--- config.mk ---
export PLATFORM = sky130hd
export DESIGN_NAME = i2c_bit_level_master_flat
export DESIGN_NICKNAME = d
export VERILOG_FILES = /design/src/sv/i2cm_pkg.sv /design/src/sv/i2cm_if.sv /design/src/sv/i2cm_seq.sv /design/src/sv/i2c_bit_level_master.sv /design/src/flat_wrapper.sv
export SDC_FILE = /design/constraint.sdc
export NUM_CORES = 1
export LEC_CHECK = 0
export BUFFER_PORTS_ARGS = -buffer_cell sky130_fd_sc_hd__buf_4
export CORE_ASPECT_RATIO = 1.1
export CORE_MARGIN = 2
export CORE_UTILIZATION = 40
export CTS_BUF_LIST = sky130_fd_sc_hd__clkbuf_4
export CTS_CLUSTER_SIZE = 8
export DETAILED_ROUTE_END_ITERATION = 8
export RECOVER_POWER = 100
export SETUP_SLACK_MARGIN = 0.4
export SYNTH_ARGS = -nofsm -noshare
export SYNTH_HDL_FRONTEND = slang
export SYNTH_SLANG_ARGS = --single-unit
--- constraint.sdc ---
create_clock -name clk -period 2.8 [get_ports clk]
set_input_delay 0.28 -clock clk [delete_from_list [all_inputs] [get_ports clk]]
set_output_delay 0.28 -clock clk [all_outputs]
set_load 0.02 [all_outputs]
--- src/sv/i2cm_pkg.sv ---
// Shared types and codes for the I2C bit-level master.
// No dependencies; the interfaces and all modules import this package.
package i2cm_pkg;

    localparam logic [2:0] CMD_NONE  = 3'd0;
    localparam logic [2:0] CMD_START = 3'd1;
    localparam logic [2:0] CMD_STOP  = 3'd2;
    localparam logic [2:0] CMD_WRITE = 3'd3;
    localparam logic [2:0] CMD_WACK  = 3'd4;
    localparam logic [2:0] CMD_READ  = 3'd5;

    localparam logic [7:0] ACK_POLL_LIMIT_RESET = 8'd250;
    localparam logic [3:0] BITS_PER_BYTE        = 4'd8;

    typedef struct packed {
        logic [2:0] command;
        logic [7:0] data_byte;
        logic       send_ack;
        logic       sda_level;
    } tick_item_t;

    typedef struct packed {
        logic       scl_drive;
        logic       sda_drive;
        logic       busy_res;
        logic       done_res;
        logic [7:0] read_data;
        logic       ack_failed;
    } result_item_t;

endpackage

--- src/sv/i2cm_if.sv ---
// Valid/ready channel interfaces for tick items and result items.
// Depends on i2cm_pkg.
interface i2cm_tick_if
    import i2cm_pkg::*;
();
    logic       valid;
    logic       ready;
    logic [2:0] command;
    logic [7:0] data_byte;
    logic       send_ack;
    logic       sda_level;

    modport source (output valid, command, data_byte, send_ack, sda_level, input ready);
    modport sink   (input valid, command, data_byte, send_ack, sda_level, output ready);
endinterface

interface i2cm_result_if
    import i2cm_pkg::*;
();
    logic       valid;
    logic       ready;
    logic       scl_drive;
    logic       sda_drive;
    logic       busy_res;
    logic       done_res;
    logic [7:0] read_data;
    logic       ack_failed;

    modport source (output valid, scl_drive, sda_drive, busy_res, done_res, read_data,
                    ack_failed, input ready);
    modport sink   (input valid, scl_drive, sda_drive, busy_res, done_res, read_data,
                    ack_failed, output ready);
endinterface

--- src/sv/i2cm_seq.sv ---
// Bus sequencer: phase state, counters and pin levels, one tick per step.
// Depends on i2cm_pkg.
module i2cm_seq
    import i2cm_pkg::*;
(
    input  logic         clk,
    input  logic         rst_n,
    input  logic         step,
    input  tick_item_t   item,
    input  logic [7:0]   ack_poll_limit,
    output result_item_t res
);

    localparam logic [4:0] PH_IDLE = 5'd0;
    localparam logic [4:0] PH_ST1  = 5'd1;
    localparam logic [4:0] PH_ST2  = 5'd2;
    localparam logic [4:0] PH_ST3  = 5'd3;
    localparam logic [4:0] PH_ST4  = 5'd4;
    localparam logic [4:0] PH_ST5  = 5'd5;
    localparam logic [4:0] PH_ST6  = 5'd6;
    localparam logic [4:0] PH_SP1  = 5'd7;
    localparam logic [4:0] PH_SP2  = 5'd8;
    localparam logic [4:0] PH_SP3  = 5'd9;
    localparam logic [4:0] PH_WBA  = 5'd10;
    localparam logic [4:0] PH_WBB  = 5'd11;
    localparam logic [4:0] PH_WBC  = 5'd12;
    localparam logic [4:0] PH_WBE  = 5'd13;
    localparam logic [4:0] PH_WAR  = 5'd14;
    localparam logic [4:0] PH_WAC  = 5'd15;
    localparam logic [4:0] PH_WAP  = 5'd16;
    localparam logic [4:0] PH_WAL  = 5'd17;
    localparam logic [4:0] PH_WAE  = 5'd18;
    localparam logic [4:0] PH_RBH  = 5'd19;
    localparam logic [4:0] PH_RBL  = 5'd20;
    localparam logic [4:0] PH_AK1  = 5'd21;
    localparam logic [4:0] PH_AK2  = 5'd22;
    localparam logic [4:0] PH_AK3  = 5'd23;
    localparam logic [4:0] PH_AK4  = 5'd24;

    logic [4:0] phase_reg, phase_next;
    logic [3:0] bit_cnt_reg, bit_cnt_next;
    logic [7:0] shift_reg, shift_next;
    logic [7:0] poll_cnt_reg, poll_cnt_next;
    logic       scl_reg, scl_next;
    logic       sda_reg, sda_next;
    logic       ack_choice_reg, ack_choice_next;
    logic       ack_fail_reg, ack_fail_next;
    logic [7:0] read_hold_reg, read_hold_next;

    always_comb
    begin
        logic [4:0] ph;
        logic       busy;
        logic       done;
        ph              = phase_reg;
        bit_cnt_next    = bit_cnt_reg;
        shift_next      = shift_reg;
        poll_cnt_next   = poll_cnt_reg;
        scl_next        = scl_reg;
        sda_next        = sda_reg;
        ack_choice_next = ack_choice_reg;
        ack_fail_next   = ack_fail_reg;
        read_hold_next  = read_hold_reg;
        busy            = 1'b0;
        done            = 1'b0;
        phase_next      = PH_IDLE;

        // idle: a command starts its sequence on this same tick
        if (phase_reg == PH_IDLE)
        begin
            bit_cnt_next  = '0;
            poll_cnt_next = '0;
            case (item.command)
                CMD_START: ph = PH_ST1;
                CMD_STOP:  ph = PH_SP1;
                CMD_WRITE:
                begin
                    shift_next = item.data_byte;
                    ph         = PH_WBA;
                end
                CMD_WACK:
                begin
                    ack_fail_next = 1'b0;
                    ph            = PH_WAR;
                end
                CMD_READ:
                begin
                    shift_next      = '0;
                    ack_choice_next = item.send_ack;
                    ph              = PH_RBH;
                end
                default: ph = PH_IDLE;
            endcase
        end

        if (ph != PH_IDLE)
        begin
            busy = 1'b1;
            case (ph)
                PH_ST1: begin scl_next = 1'b0; phase_next = PH_ST2; end
                PH_ST2: begin sda_next = 1'b1; phase_next = PH_ST3; end
                PH_ST3: begin scl_next = 1'b1; phase_next = PH_ST4; end
                PH_ST4: begin sda_next = 1'b0; phase_next = PH_ST5; end
                PH_ST5: begin scl_next = 1'b0; phase_next = PH_ST6; end
                PH_ST6: begin sda_next = 1'b1; done = 1'b1; end
                PH_SP1:
                begin
                    scl_next   = 1'b0;
                    sda_next   = 1'b0;
                    phase_next = PH_SP2;
                end
                PH_SP2: begin scl_next = 1'b1; phase_next = PH_SP3; end
                PH_SP3: begin sda_next = 1'b1; done = 1'b1; end
                PH_WBA:
                begin
                    scl_next   = 1'b0;
                    sda_next   = shift_next[7];
                    shift_next = {shift_next[6:0], 1'b0};
                    phase_next = PH_WBB;
                end
                PH_WBB: begin scl_next = 1'b1; phase_next = PH_WBC; end
                PH_WBC:
                begin
                    scl_next     = 1'b0;
                    bit_cnt_next = bit_cnt_next + 4'd1;
                    phase_next   = (bit_cnt_next >= BITS_PER_BYTE) ? PH_WBE : PH_WBA;
                end
                PH_WBE: begin sda_next = 1'b1; done = 1'b1; end
                PH_WAR: begin sda_next = 1'b1; phase_next = PH_WAC; end
                PH_WAC: begin scl_next = 1'b1; phase_next = PH_WAP; end
                PH_WAP:
                begin
                    if (!item.sda_level)
                    begin
                        phase_next = PH_WAL;
                    end
                    else if (poll_cnt_next >= ack_poll_limit)
                    begin
                        // timeout: first stop action now, rest of stop follows
                        ack_fail_next = 1'b1;
                        scl_next      = 1'b0;
                        sda_next      = 1'b0;
                        phase_next    = PH_SP2;
                    end
                    else
                    begin
                        poll_cnt_next = poll_cnt_next + 8'd1;
                        phase_next    = PH_WAP;
                    end
                end
                PH_WAL: begin scl_next = 1'b0; phase_next = PH_WAE; end
                PH_WAE: begin sda_next = 1'b1; done = 1'b1; end
                PH_RBH:
                begin
                    scl_next   = 1'b1;
                    shift_next = {shift_next[6:0], item.sda_level};
                    phase_next = PH_RBL;
                end
                PH_RBL:
                begin
                    scl_next     = 1'b0;
                    bit_cnt_next = bit_cnt_next + 4'd1;
                    if (bit_cnt_next >= BITS_PER_BYTE)
                    begin
                        read_hold_next = shift_next;
                        phase_next     = PH_AK1;
                    end
                    else
                    begin
                        phase_next = PH_RBH;
                    end
                end
                PH_AK1: begin sda_next = ~ack_choice_next; phase_next = PH_AK2; end
                PH_AK2: begin scl_next = 1'b1; phase_next = PH_AK3; end
                PH_AK3:
                begin
                    scl_next = 1'b0;
                    if (ack_choice_next)
                        phase_next = PH_AK4;
                    else
                        done = 1'b1;
                end
                PH_AK4: begin sda_next = 1'b1; done = 1'b1; end
                default: phase_next = PH_IDLE;
            endcase
        end

        res.scl_drive  = scl_next;
        res.sda_drive  = sda_next;
        res.busy_res   = busy;
        res.done_res   = done;
        res.read_data  = read_hold_next;
        res.ack_failed = ack_fail_next;
    end

    always_ff @(posedge clk or negedge rst_n)
    begin
        if (!rst_n)
        begin
            phase_reg      <= PH_IDLE;
            bit_cnt_reg    <= '0;
            shift_reg      <= '0;
            poll_cnt_reg   <= '0;
            scl_reg        <= 1'b1;
            sda_reg        <= 1'b1;
            ack_choice_reg <= 1'b0;
            ack_fail_reg   <= 1'b0;
            read_hold_reg  <= '0;
        end
        else if (step)
        begin
            phase_reg      <= phase_next;
            bit_cnt_reg    <= bit_cnt_next;
            shift_reg      <= shift_next;
            poll_cnt_reg   <= poll_cnt_next;
            scl_reg        <= scl_next;
            sda_reg        <= sda_next;
            ack_choice_reg <= ack_choice_next;
            ack_fail_reg   <= ack_fail_next;
            read_hold_reg  <= read_hold_next;
        end
    end

endmodule

--- src/sv/i2c_bit_level_master.sv ---
// Top level of the I2C bit-level master: tick register, sequencer, result register.
// Depends on i2cm_pkg, i2cm_if (both channel interfaces) and i2cm_seq.
//
// Usage:
//  - tick (sink): one item per bus delay interval. It carries the sampled SDA
//    level and, while no sequence runs, a command (start, stop, write byte,
//    wait ack, read byte). Commands arriving during a sequence are dropped.
//  - result (source): exactly one item per tick item, in order: SCL/SDA drive
//    levels after the tick's action, busy/done flags, last read byte and the
//    ack-timeout flag.
//  - ack_limit_we/ack_limit_wdata: writes the ack poll limit (reset 250);
//    write only while no tick item is in flight.
// Path: an accepted tick item waits in the tick register; the sequencer's
// result for it is then captured in the result register.
// Throughput: one tick item per cycle unless the result side stalls; the sequencer
// steps once per cycle as the tick register hands its item to the result register.
// Reset: both registers empty, bus released (SCL and SDA high), no sequence.
// Stall: when the result receiver holds ready low, the result register keeps
// its item, the tick register fills, and tick.ready then drops until the
// result is taken. Nothing is lost or repeated.
module i2c_bit_level_master
    import i2cm_pkg::*;
(
    input  logic       clk,
    input  logic       rst_n,
    i2cm_tick_if.sink  tick,
    i2cm_result_if.source result,
    input  logic       ack_limit_we,
    input  logic [7:0] ack_limit_wdata
);

    logic [7:0]   ack_limit_reg;
    logic         tick_valid_reg;
    tick_item_t   tick_item_reg;
    logic         res_valid_reg;
    result_item_t res_item_reg;
    result_item_t res_next;
    logic         advance;
    logic         tick_fire;

    // the sequencer steps when the held tick item moves into the result stage
    assign advance   = tick_valid_reg && (!res_valid_reg || result.ready);
    assign tick.ready = !tick_valid_reg || advance;
    assign tick_fire = tick.valid && tick.ready;

    always_ff @(posedge clk or negedge rst_n)
    begin
        if (!rst_n)
            ack_limit_reg <= ACK_POLL_LIMIT_RESET;
        else if (ack_limit_we)
            ack_limit_reg <= ack_limit_wdata;
    end

    // tick register
    always_ff @(posedge clk or negedge rst_n)
    begin
        if (!rst_n)
            tick_valid_reg <= 1'b0;
        else if (tick.ready)
            tick_valid_reg <= tick.valid;
    end

    always_ff @(posedge clk)
    begin
        if (tick_fire)
        begin
            tick_item_reg.command   <= tick.command;
            tick_item_reg.data_byte <= tick.data_byte;
            tick_item_reg.send_ack  <= tick.send_ack;
            tick_item_reg.sda_level <= tick.sda_level;
        end
    end

    i2cm_seq u_seq (
        .clk            (clk),
        .rst_n          (rst_n),
        .step           (advance),
        .item           (tick_item_reg),
        .ack_poll_limit (ack_limit_reg),
        .res            (res_next)
    );

    // result register
    always_ff @(posedge clk or negedge rst_n)
    begin
        if (!rst_n)
            res_valid_reg <= 1'b0;
        else if (!res_valid_reg || result.ready)
            res_valid_reg <= tick_valid_reg;
    end

    always_ff @(posedge clk)
    begin
        if (advance)
            res_item_reg <= res_next;
    end

    assign result.valid      = res_valid_reg;
    assign result.scl_drive  = res_item_reg.scl_drive;
    assign result.sda_drive  = res_item_reg.sda_drive;
    assign result.busy_res   = res_item_reg.busy_res;
    assign result.done_res   = res_item_reg.done_res;
    assign result.read_data  = res_item_reg.read_data;
    assign result.ack_failed = res_item_reg.ack_failed;

    // a completing tick is always a busy tick
    assert property (@(posedge clk) disable iff (!rst_n)
        advance && res_next.done_res |-> res_next.busy_res)
        else $error("done without busy");

    // the tick side only backs up when the result side is stalled
    assert property (@(posedge clk) disable iff (!rst_n)
        !tick.ready |-> result.valid && !result.ready)
        else $error("tick channel stalled without result stall");

    // a held tick item that cannot move is still held next cycle
    assert property (@(posedge clk) disable iff (!rst_n)
        tick_valid_reg && !advance |=> tick_valid_reg)
        else $error("tick item lost");

endmodule
--- src/flat_wrapper.sv ---
// flat-port wrapper written by rule: the top's interface ports become plain ports
module i2c_bit_level_master_flat import i2cm_pkg::*;
  (clk, rst_n, ack_limit_we, ack_limit_wdata, tick_valid, tick_command, tick_data_byte, tick_send_ack, tick_sda_level, tick_ready, result_valid, result_scl_drive, result_sda_drive, result_busy_res, result_done_res, result_read_data, result_ack_failed, result_ready);
  i2cm_tick_if tick_i ();
  i2cm_result_if result_i ();
  input  logic clk;
  input  logic rst_n;
  input  logic ack_limit_we;
  input  logic [7:0] ack_limit_wdata;
  input wire logic [$bits(tick_i.valid)-1:0] tick_valid;
  input wire logic [$bits(tick_i.command)-1:0] tick_command;
  input wire logic [$bits(tick_i.data_byte)-1:0] tick_data_byte;
  input wire logic [$bits(tick_i.send_ack)-1:0] tick_send_ack;
  input wire logic [$bits(tick_i.sda_level)-1:0] tick_sda_level;
  output wire logic [$bits(tick_i.ready)-1:0] tick_ready;
  output wire logic [$bits(result_i.valid)-1:0] result_valid;
  output wire logic [$bits(result_i.scl_drive)-1:0] result_scl_drive;
  output wire logic [$bits(result_i.sda_drive)-1:0] result_sda_drive;
  output wire logic [$bits(result_i.busy_res)-1:0] result_busy_res;
  output wire logic [$bits(result_i.done_res)-1:0] result_done_res;
  output wire logic [$bits(result_i.read_data)-1:0] result_read_data;
  output wire logic [$bits(result_i.ack_failed)-1:0] result_ack_failed;
  input wire logic [$bits(result_i.ready)-1:0] result_ready;
  assign tick_i.valid = tick_valid;
  assign tick_i.command = tick_command;
  assign tick_i.data_byte = tick_data_byte;
  assign tick_i.send_ack = tick_send_ack;
  assign tick_i.sda_level = tick_sda_level;
  assign tick_ready = tick_i.ready;
  assign result_valid = result_i.valid;
  assign result_scl_drive = result_i.scl_drive;
  assign result_sda_drive = result_i.sda_drive;
  assign result_busy_res = result_i.busy_res;
  assign result_done_res = result_i.done_res;
  assign result_read_data = result_i.read_data;
  assign result_ack_failed = result_i.ack_failed;
  assign result_i.ready = result_ready;
  i2c_bit_level_master u_core (.clk(clk), .rst_n(rst_n), .tick(tick_i), .result(result_i), .ack_limit_we(ack_limit_we), .ack_limit_wdata(ack_limit_wdata));
endmodule
==> run metrics <==
Row Count=39; # setup viols final=0; core footprint=10340 um^2; pin count of the biggest net entering global routing=48; Leakage=around 2.1 nW; number of buffers added on ports=40; Root Driver=sky130_fd_sc_hd__clkbuf_4; clock network fraction of design power=12.9%; vias=a little under 4000; Cell variety after synth=64; number of antenna violations at the first check in global routing=0; post-route non-filler standard cell count=690; setup tns final=0 ns; destination of the worst hold path=u_core.ack_limit_reg[7]$_DFFE_PN1P_; DIE WIDTH=approximately 100 um; startpoint of the lowest-slack register-to-register path=u_core.u_seq.phase_reg[4]$_DFFE_PN0P_; share of synthesized area occupied by flip-flops and latches=a little under half; number of max-slew violations in the final report=0; initial standard-cell utilization of the core=between 40% and 50%; count of nets left with antenna violations after detail routing=0; final worst path period need=between 2 and 3 ns; Post-Synth Adder-Cell Area=approximately 2.7%; DRC errors left=0; Synth Register Bits=between 70 and 80; post-route cell area=~5300 um^2; worst hold path stage count=3; last weighted congestion value of the routability-driven placer=0.9951; top layer in use=met4; Synth Cell Area=approximately 4200 um^2; startpoint type of the worst setup path=register; number of CTS-inserted buffers=9; First-pass DRT Iterations=7; Cells after DPL=650; most used flip-flop cell after synthesis=sky130_fd_sc_hd__dfrtp_1; Die Y=~110 um; DRT iter0 DRCs=slightly below 400; leading post-synthesis cells by cell area=sky130_fd_sc_hd__dfrtp_1 (23%), sky130_fd_sc_hd__edfxtp_1 (18%), sky130_fd_sc_hd__nand2_1 (5.6%), sky130_fd_sc_hd__o21ai_0 (5.1%), sky130_fd_sc_hd__dfstp_2 (5.0%); count of yosys warnings during synthesis=0; Syn Area/Cell=slightly above 9 um^2; overall die area=approximately 11000 um^2; top library cells by usage in the layout, fill and taps aside=sky130_fd_sc_hd__nand2_1 (61), sky130_fd_sc_hd__buf_4 (41), sky130_fd_sc_hd__o21ai_0 (37), sky130_fd_sc_hd__dfrtp_1 (37), sky130_fd_sc_hd__nor2_1 (34); RSZ-0062 raised after global routing=true; hold wc startpoint=ack_limit_wdata[7]; internal power of the cells=around 0.0027 W; global-route congestion overflow total=0; routed length on met1=a little over 5000 um; post-synthesis cell count=about 460; Final Total Pwr=approximately 0.0051 W; cell type with the highest aggregate area in the netlist=sky130_fd_sc_hd__dfrtp_1; global routing usage summed across all routing layers=a little over a fifth; largest voltage drop on the vdd net=around 0.5 mV; Post-synth EDFFs=26; critical path class=register to register; type of the most critical hold path=input pin to register; most common cell after layout, fill and taps aside=sky130_fd_sc_hd__nand2_1; total detailed-routing wirelength=around 12000 um; synthesized-area fraction occupied by ao, oa, aoi and oai cells=between 20% and 30%; multi-input gate area in the final layout=2292 um^2; outcome=finished clean; data arrival time of the critical path=between 3 and 4 ns; area growth from synthesis to layout=25.39%; simple-gate portion of the synthesized area=a little over a fifth; sink count of the clock tree=between 70 and 80; largest clock skew in the final design=about 0.018 ns; portion of the clock cycle consumed by the worst path in the final layout=a little under 100%; depth of the most critical reg-to-reg path=13; worst reg2reg endpoint=u_core.u_seq.poll_cnt_reg[1]$_DFFE_PN0P_; wire length on met2=about 5700 um; power per cell area=roughly 950 nW/um^2; number of nets at the end of the flow=577; Synth Area in XOR/XNOR=0.6200%; global-route wire length before repair=around 19000 um; number of buffers on the longest clock path=2; area of placed instances=between 4000 and 5000 um^2; clock latency of the later-clocked register in the worst-skew pair=0.44 ns; switching share of total power=45.66%; CTS H-tree lvls=3; critical path peak fanout=7; total area of sequential cells=approximately 2000 um^2; clock-pin slew on the worst setup and hold paths=around 0.15 ns; via/cell ratio=between 5 and 6; slew at the pin closest to its max-slew limit=about 1.2 ns; FMAX=around 360 MHz; async set or reset register ratio after synthesis=roughly 64%; number of global-route vias before repair=approximately 3800; filler instances=977; total nets after synthesis=slightly below 500; Seq pwr share=slightly below 30%; Routed met3 length=between 700 and 800 um; mux cell area share after synthesis=under 10%; layout cells sized above 1=between 20% and 30%; CP Data Required Time=3.15 ns; Slew Limit Headroom=roughly a fifth; setup slack of the most critical reg-to-reg path=between 0.05 and 0.06 ns; IO Count=41; largest family of logic cells by synthesized area=compound AO/OA/AOI/OAI gates; type of destination of the critical path=register; max-cap viol count=0; Net Switching=between 0.002 and 0.0025 W; number of hold-slack violations in the final timing report=0; average routed wire per standard cell=17.02 um; share of power burned in combinational logic=between 50% and 60%; top cell type's share of synthesized area=~23%; max FFs per register=13; diode count=0; TritonCTS clock tree=done; dpl hpwl=approximately 8100 um
[routing by layer]
metal,vias to the layer above,GRT usage (%)
met1,1826,28.89
met5,-,0
li1,1845,-
met3,20,3.829
met2,153,35.26
met4,0,6.844
[cells in the mapped netlist, types with 9 or more instances]
cell type / count
sky130_fd_sc_hd__o21ai_1: 11
sky130_fd_sc_hd__nor2b_1: 11
sky130_fd_sc_hd__inv_1: 15
sky130_fd_sc_hd__nor2_1: 34
sky130_fd_sc_hd__o21ai_0: 43
sky130_fd_sc_hd__nand2_1: 63
sky130_fd_sc_hd__buf_2: 9
sky130_fd_sc_hd__a21oi_1: 35
sky130_fd_sc_hd__nand3_1: 13
sky130_fd_sc_hd__ha_1: 9
sky130_fd_sc_hd__and2_1: 16
sky130_fd_sc_hd__a31oi_1: 16
sky130_fd_sc_hd__edfxtp_1: 26
sky130_fd_sc_hd__dfrtp_1: 39
sky130_fd_sc_hd__clkbuf_1: 13
[layout make-up]
class | count | area share [%]
Inverter | 15 | 1.060
Clock inverter | 7 | 1.130
Tap cell | 143 | 3.367
Clock buffer | 9 | 1.271
Multi-Input combinational cell | 349 | 43.14
Timing Repair Buffer | 94 | 12.97
Sequential cell | 73 | 37.06
[power groups by stage]
stage / clock (W) / sequential [W] / combinational (W)
6_report: 0.000652 / 0.00148 / 0.00293
5_1_grt: 0.000719 / 0.00150 / 0.00317
4_1_cts: 0.000672 / 0.00147 / 0.00277
3_5_place_dp: 0 / 0.00150 / 0.00257
3_3_place_gp: 0 / 0.00150 / 0.00258
2_1_floorplan: 0 / 0.00150 / 0.00170
[worst max-delay path, cell delays in order (launching register included)]
cell and delay, ns:
sky130_fd_sc_hd__dfrtp_2 0.46, sky130_fd_sc_hd__nor3_4 0.20, sky130_fd_sc_hd__nand2_2 0.14, sky130_fd_sc_hd__buf_6 0.15
sky130_fd_sc_hd__and2_4 0.14, sky130_fd_sc_hd__ha_4 0.24, sky130_fd_sc_hd__and4_4 0.21, sky130_fd_sc_hd__and2_4 0.15
sky130_fd_sc_hd__a41oi_4 0.19, sky130_fd_sc_hd__buf_6 0.12, sky130_fd_sc_hd__and2_4 0.16, sky130_fd_sc_hd__and2_4 0.20
sky130_fd_sc_hd__o21ai_2 0.07, sky130_fd_sc_hd__a32o_1 0.23
[per-stage QoR]
stage,setup slack (ns),hold WS (ns),util (%)
final,0.05065,0.04410,51.37
after global routing,-0.06120,0.01408,51.37
after CTS,0.09540,0.01965,51.03
after detailed placement,0.001994,0.3529,47.22
after global placement,0.1113,0.3436,47.22
after floorplan,0.1147,-0.01559,-
[kinds of logic after synthesis]
family	count (synthesis)
DFF	73
buffers and inverters	40
xor gates and xnor gates	3
adders and majority gates	9
muxes	9
AOI/OAI and AO/OA	152
and+or+nand+nor	176
[how the worst max path moves through the flow]
stage          depth (start not counted)                                   from                                        to
2_1_floorplan                         12  u_core.u_seq.phase_reg[2]$_DFFE_PN0P_  u_core.u_seq.poll_cnt_reg[0]$_DFFE_PN0P_
3_3_place_gp                          12  u_core.u_seq.phase_reg[3]$_DFFE_PN0P_         u_core.result.sda_drive$_DFFE_PP_
3_5_place_dp                          11  u_core.u_seq.phase_reg[3]$_DFFE_PN0P_         u_core.result.scl_drive$_DFFE_PP_
4_1_cts                               12  u_core.u_seq.phase_reg[4]$_DFFE_PN0P_         u_core.result.scl_drive$_DFFE_PP_
5_1_grt                               13  u_core.u_seq.phase_reg[4]$_DFFE_PN0P_  u_core.u_seq.poll_cnt_reg[5]$_DFFE_PN0P_
6_report                              13  u_core.u_seq.phase_reg[4]$_DFFE_PN0P_  u_core.u_seq.poll_cnt_reg[1]$_DFFE_PN0P_
[what timing repair did]
item	CTS	global route
resized for setup	16	23
hold buffers	14	0
endpoints found under the setup margin	16	30
buffers inserted	9	1
pin swaps	12	7
hold endpoints to repair	52	0
cloned	0	0
Note: power is estimated with default switching activity, not from simulation.
